`config.mk`:
```
export PLATFORM = sky130hd
export DESIGN_NAME = swa_div
export DESIGN_NICKNAME = d
export VERILOG_FILES = /design/src/rtl/swa_pkg.sv /design/src/rtl/swa_div.sv
export SDC_FILE = /design/constraint.sdc
export NUM_CORES = 1
export LEC_CHECK = 0
export ABC_AREA = 1
export BUFFER_PORTS_ARGS = -buffer_cell sky130_fd_sc_hd__buf_4
export CORE_ASPECT_RATIO = 1.4
export CORE_MARGIN = 2
export CORE_UTILIZATION = 50
export CTS_CLUSTER_DIAMETER = 150
export DETAILED_ROUTE_END_ITERATION = 6
export PLACE_DENSITY = 0.66
export SYNTH_ARGS = -nofsm -noshare
export SYNTH_HDL_FRONTEND = slang
export SYNTH_SLANG_ARGS = --single-unit
```
`constraint.sdc`:
```
create_clock -name aclk -period 2.79 [get_ports aclk]
set_clock_uncertainty 0.15 [all_clocks]
set_input_delay 0.1395 -clock aclk [delete_from_list [all_inputs] [get_ports aclk]]
set_output_delay 0.1395 -clock aclk [all_outputs]
set_load 0.02 [all_outputs]
```
`src/rtl/swa_pkg.sv`:
```
// Package: word types, widths and codes for the swept box collision test.
package swa_pkg;

    localparam int COORD_BITS     = 20;
    localparam int TIME_FRAC_BITS = 16;
    localparam int NUM_BITS       = COORD_BITS + 2;  // signed distances
    localparam int DEN_BITS       = COORD_BITS;      // displacement magnitude
    localparam int QUO_BITS       = TIME_FRAC_BITS + 1;

    localparam logic [1:0] KIND_NINF = 2'd0;
    localparam logic [1:0] KIND_FIN  = 2'd1;
    localparam logic [1:0] KIND_PINF = 2'd2;

    localparam logic [1:0] FACE_NONE = 2'd0;
    localparam logic [1:0] FACE_LO   = 2'd1;  // left or top face
    localparam logic [1:0] FACE_HI   = 2'd2;  // right or bottom face

    typedef struct packed {
        logic signed [COORD_BITS-1:0] moving_left;
        logic signed [COORD_BITS-1:0] moving_top;
        logic signed [COORD_BITS-1:0] moving_right;
        logic signed [COORD_BITS-1:0] moving_bottom;
        logic signed [COORD_BITS-1:0] move_x;
        logic signed [COORD_BITS-1:0] move_y;
        logic signed [COORD_BITS-1:0] static_left;
        logic signed [COORD_BITS-1:0] static_top;
        logic signed [COORD_BITS-1:0] static_right;
        logic signed [COORD_BITS-1:0] static_bottom;
    } in_word_t;

    typedef struct packed {
        logic                hit;
        logic [QUO_BITS-1:0] hit_time;
        logic [1:0]          face_x;
        logic [1:0]          face_y;
    } out_word_t;

    typedef struct packed {
        logic [1:0]                 kind;
        logic signed [NUM_BITS-1:0] n;
        logic [DEN_BITS-1:0]        d;
    } span_t;

    // result fields that ride alongside the divider
    typedef struct packed {
        logic       hit;
        logic [1:0] face_x;
        logic [1:0] face_y;
    } side_t;

endpackage

```
`src/rtl/swa_div.sv`:
```
// Pipelined restoring divider, one quotient bit per stage, numerator not above denominator.
module swa_div (
    input  logic                         aclk,
    input  logic                         aresetn,
    input  logic                         adv,
    input  logic                         in_valid,
    input  logic [swa_pkg::DEN_BITS-1:0] num,
    input  logic [swa_pkg::DEN_BITS-1:0] den,
    input  swa_pkg::side_t               in_side,
    output logic                         out_valid,
    output logic [swa_pkg::QUO_BITS-1:0] quo,
    output swa_pkg::side_t               out_side
);
    import swa_pkg::*;

    logic [DEN_BITS:0]   rem_reg  [QUO_BITS];
    logic [DEN_BITS-1:0] den_reg  [QUO_BITS];
    logic [QUO_BITS-1:0] quo_reg  [QUO_BITS];
    side_t               side_reg [QUO_BITS];
    logic [QUO_BITS-1:0] v_reg;

    logic [DEN_BITS:0]   rem_next [QUO_BITS];
    logic [QUO_BITS-1:0] quo_next [QUO_BITS];

    always_comb begin
        logic [DEN_BITS:0] r;
        logic [DEN_BITS:0] dd;
        logic              b;
        for (int i = 0; i < QUO_BITS; i++) begin
            if (i == 0) begin
                r  = {1'b0, num};
                dd = {1'b0, den};
            end else begin
                r  = {rem_reg[i-1][DEN_BITS-1:0], 1'b0};
                dd = {1'b0, den_reg[i-1]};
            end
            b           = (r >= dd);
            rem_next[i] = b ? r - dd : r;
            if (i == 0) begin
                quo_next[i] = {{(QUO_BITS-1){1'b0}}, b};
            end else begin
                quo_next[i] = {quo_reg[i-1][QUO_BITS-2:0], b};
            end
        end
    end

    always_ff @(posedge aclk) begin
        if (!aresetn) begin
            v_reg <= '0;
        end else if (adv) begin
            v_reg <= {v_reg[QUO_BITS-2:0], in_valid};
        end
    end

    always_ff @(posedge aclk) begin
        if (adv) begin
            for (int i = 0; i < QUO_BITS; i++) begin
                rem_reg[i] <= rem_next[i];
                quo_reg[i] <= quo_next[i];
                if (i == 0) begin
                    den_reg[i]  <= den;
                    side_reg[i] <= in_side;
                end else begin
                    den_reg[i]  <= den_reg[i-1];
                    side_reg[i] <= side_reg[i-1];
                end
            end
        end
    end

    assign out_valid = v_reg[QUO_BITS-1];
    assign quo       = quo_reg[QUO_BITS-1];
    assign out_side  = side_reg[QUO_BITS-1];

endmodule

```
### After elaboration in Yosys (flattened, before gate mapping)

Memory sizes are Yosys's and may differ from the RTL's.
Cells that the tools add are included.

* shifts and indexed selects: 0
* equal/unequal tests: 0
* multiply operators: 0
* reduce and logical (&&, ||, !) cells: 0
* $add $sub $neg: 17
* $lt $le $gt $ge: 17
* muxes and demuxes: 19
* divide/modulo/power cells: 0
* bitwise gates (word level): 0

Operators by type and width (number)
* 21-bit two-way mux: 17
* 21-bit by 20-bit greater-or-equal comparator with 1-bit output: 16
* 21-bit by 20-bit subtractor with 21-bit output: 16
* 20-bit by 20-bit subtractor with 21-bit output: 1
* 20-bit greater-or-equal comparator: 1
* 1-bit two-way mux: 2

* ROM bits: 0
* input bits: 49
* bits in latches: 0
* register bits: 17
* RAM bits: 1071
* memories kept: 4
* logic and storage cells: 58
* output and inout port bits: 23

Memory list
* rem_reg: words 17, bits a word 21, read ports 16, clocked after memory_dff 0, write ports 17, line swa_div.sv:16 `logic [DEN_BITS:0] rem_reg [QUO_BITS];`
* den_reg: words 17, bits a word 20, read ports 16, clocked after memory_dff 0, write ports 17, line swa_div.sv:17 `logic [DEN_BITS-1:0] den_reg [QUO_BITS];`
* quo_reg: words 17, bits a word 17, read ports 17, clocked after memory_dff 0, write ports 17, line swa_div.sv:18 `logic [QUO_BITS-1:0] quo_reg [QUO_BITS];`
* side_reg: words 17, bits a word 5, read ports 17, clocked after memory_dff 0, write ports 17, line swa_div.sv:19 `side_t side_reg [QUO_BITS];`

### Depth between registers and ports, before layout

An unclocked memory read counts as a cell.

* word-level depth: 3
* gate-level depth with buffers: 14
* gate-level depth less buffers: 13

### Worst setup path before layout

OpenSTA, ideal clock, no wires.

* path type: register to register
* start point: memory rem_reg[0][261] (netlist bit)
* end point: memory rem_reg[0][292] (netlist bit), data pin
* setup time: 253 ps
* path slack: 739 ps
* stages on the path, launching flop included: 13
* required time: 2387 ps
* arrival time: 1648 ps
* period minus slack after synthesis: 2051 ps
* buffers on the path: 1
* path through: edfxtp_1 > ha_1 > nand2_1 > inv_2 > nand2_1 > inv_1 > a21oi_2 > nand2_1 > nand2_2 > nand2_4 > buf_4 > nand3_1 > nand2_1

RTL lines (line)
* start, declared: swa_div.sv:16

==> results.yml <==
grt:
  grt.total_usage_pct: 26.9
  grt_pass1_vias: 40900
  grt-ovfl-total: 0
  antenna_found_initial: 0
  grt_max_degree: 101
  grt_pass1_wl_mm: 225
layout:
  syn2layout_area_growth_pct: 11.2
  seqCellArea_sq_um: 26700
  multi_input_area_sq_um: 21900
  drive_above_1_share_pct: 6.56
  fill_cells: 9729
  fin_nets: 6978
  final_common_cell: "nand2_1"
  most-common-layout-cells: "2339 x nand2_1, 1056 x inv_1, 878 x edfxtp_1"
  diodes: 0
sta:
  slew_headroom_pct: 65.0
  tightest_slew_ps: 526
  fin_tns_setup_ps: 0
  slew_violations: 0
  final_hold_viol_count: 0
  timing.fmax_mhz: 368
  setup_violations: 0
  finalCritPeriodShare_pct: 97.5
  hold_ws_ps: 43.6
  rsz0062_at_grt: "false"
  fin_crit_ps: 2720
clock_tree:
  htree_num_levels: 3
  clkLatencyLatePin_ps: 690
  clockBufferDepth: 3
  cts_buffers: 89
  clock_sinks: 895
  cts_tree: "built"
  clk_pin_slew_ps: 70
  root_buffer: "clkbuf_16"
logic_synthesis:
  synth.distinct_cells: 34
  ys_seq_area_share_pct: 50.1
  synth_ff_type: "edfxtp_1"
  ys_seq_elements: 895
  synthSimpleGateAreaFrac_pct: 26.9
  synth_top_area_share_pct: 49.5
  syn-num-nets: 6746
  synth_mux_area_share_pct: 0
  synth-async-reset-ratio_pct: 0
  synth_compound_area_share_pct: 3.02
  yosys-top-cells-area: "edfxtp_1 49%, nand2_1 16%, ha_1 8.0%"
  synth_edf_count: 878
  synthAdderAreaFrac_pct: 8.56
  synthCells: 6342
  yosysWarnings: 0
  synth_top_family_by_area: "simple AND/OR/NAND/NOR gates"
  syn_area_sq_um: 53300
  synth_xor_area_share_pct: 2.56
  synth_area_leader_cell: "edfxtp_1"
  avgSynthCellArea_sq_um: 8.41
setup_path:
  r2r_cells: 14
  cp_cell_sequence: "inv_1 > ha_1 > nand2_2 > inv_1 > nand2_1 > nand2_1 > a21oi_2 > nand2_1 > nand2_2 > nand2_4 > inv_4 > buf_4 > nand2_1 > nand2_1"
  crit_start: "den_reg[0][227]"
  worstSetupPathType: "flip-flop to flip-flop"
  r2r-end: "rem_reg[0][258]"
  worst_path_max_delay_cell: "edfxtp_1"
  r2r_slack_ps: 70
  crit_end: "rem_reg[0][258]"
  cp_common_cell: "nand2_1"
  r2r_start: "den_reg[0][227]"
  cp_slowest_stage_delay_ps: 560
  worstPathArrival_ps: 3040
  cp_max_fo: 12
  crit_path_end_kind: "flip-flop"
  required_ps: 3110
  start_kind: "flip-flop"
floorplan:
  rows: 141
  io-pin-count: 72
  die_h_um: 390
  core-area_sq_um: 106000
  fp.dieW_um: 280
  dieArea_sq_um: 109000
  floorplan.initialDensity_pct: 50.5
power_and_ir_drop:
  vdd.ir_drop.worst_mv: 0.557
  power.leakage_nw: 28.8
  p_per_area_nw_per_um2: 1050
placement:
  globalplace.congestion: 0.995
  io_buffers: 71
  dp.final_hpwl_mm: 117
detailed_routing:
  wl_per_cell_um: 18.3
  postRouteAntennaNets: 0
  viasPerCell: 5.10
  drt_iter0_drc: 2737
  route.detailed.drc: 0
  totalWireLength_mm: 146
  first_pass_iters: 6
  via_count: 40800
min_path:
  hp-class: "primary input to flip-flop"
run_status:
  status: "finished, final reports clean"
job:
  drv_cap: 0
## report_power, final
group	leakage (nW)	switching [mW]	internal [mW]
sequential	8.74	2.30	19.2
combinational	18.7	18.9	9.65
clock	1.44	5.30	7.05
total	28.8	26.5	35.9
## logic make-up (layout without fill, tap and decap cells)
logic type | after synthesis | after routing
XOR/XNOR | 156 | 156
AND/OR/NAND/NOR | 3476 | 3476
buffers and inverters | 1155 | 1460
adder cells (fa/ha/maj) | 355 | 355
AO/OA/AOI/OAI | 305 | 305
flip-flops | 895 | 895
## per-stage QoR
| stage | setup WS [ps] | utilization, % | cells | cell area (sq um) | total power, mW |
|---|---|---|---|---|---|
| finish | 69.9 | 56.1 | 8005 | 59300 | 62.4 |
| floorplan | 739 | - | 6342 | 53300 | 41.2 |
| detailed placement | 69.5 | 52.8 | 7790 | 55800 | 50.0 |
| global placement | 88.4 | 52.8 | 7790 | 55800 | 49.9 |
| CTS | 52.7 | 56.1 | 8005 | 59300 | 62.6 |
| global route | 8.22 | 56.1 | 8005 | 59300 | 67.1 |
## per-layer routing
layer	track usage, %	part of all wire, %	up-vias
met5	0	0	-
met4	15.7	6.5	0
met3	2.58	3.0	375
met2	51.7	53	898
met1	28.3	37	18800
li1	-	-	20700
## worst min path at each step
| stage | from | depth (start not counted) | slack, ps | end |
|---|---|---|---|---|
| floorplan | den[0] | 0 | 90 | den_reg[0][0] |
| global placement | in_side[3] | 1 | 170 | side_reg[0][3] |
| detailed placement | in_side[2] | 1 | 170 | side_reg[0][2] |
| CTS | in_side[1] | 2 | 4 | side_reg[0][1] |
| global route | den[7] | 2 | 30 | den_reg[0][7] |
| finish | den[7] | 2 | 40 | den_reg[0][7] |
## critical path: cells and delay by family, from the launching register on
family,cells,cell delay (ps)
AOI/OAI and AO/OA,1,150
adders and majority gates,1,370
buffers and inverters,4,440
DFF,1,560
and+or+nand+nor,8,850
## Yosys cell counts, types with 16 or more instances
| library cell | number |
|---|---|
| nand2_1 | 2339 |
| inv_2 | 25 |
| nor3_1 | 33 |
| nand2_2 | 50 |
| nand3_1 | 443 |
| nand3b_1 | 72 |
| xor2_1 | 141 |
| a21oi_1 | 208 |
| buf_6 | 33 |
| inv_1 | 1056 |
| o21ai_0 | 59 |
| edfxtp_1 | 878 |
| fa_1 | 16 |
| buf_4 | 20 |
| nor2_1 | 475 |
| nand3_2 | 16 |
| dfxtp_1 | 17 |
| nand4_1 | 16 |
| ha_1 | 339 |
## repair_timing
item / 4_1_cts / 5_1_grt
endpoints found under the setup margin: 0 / 6
hold buffers: 51 / 0
gates resized for setup: 0 / 2
endpoints found under the hold margin: 116 / 0
buffers inserted: 0 / 0
## layout make-up
cell class                      count  share of cell area [%]
Clock buffer                      103                    3.92
Clock inverter                     61                    1.10
Inverter                         1097                    7.01
Multi-Input combinational cell   4292                    37.0
Sequential cell                   895                    45.1
Tap cell                         1358                    2.87
Timing Repair Buffer              199                    3.09
Note: power is estimated with default switching activity, not from simulation.
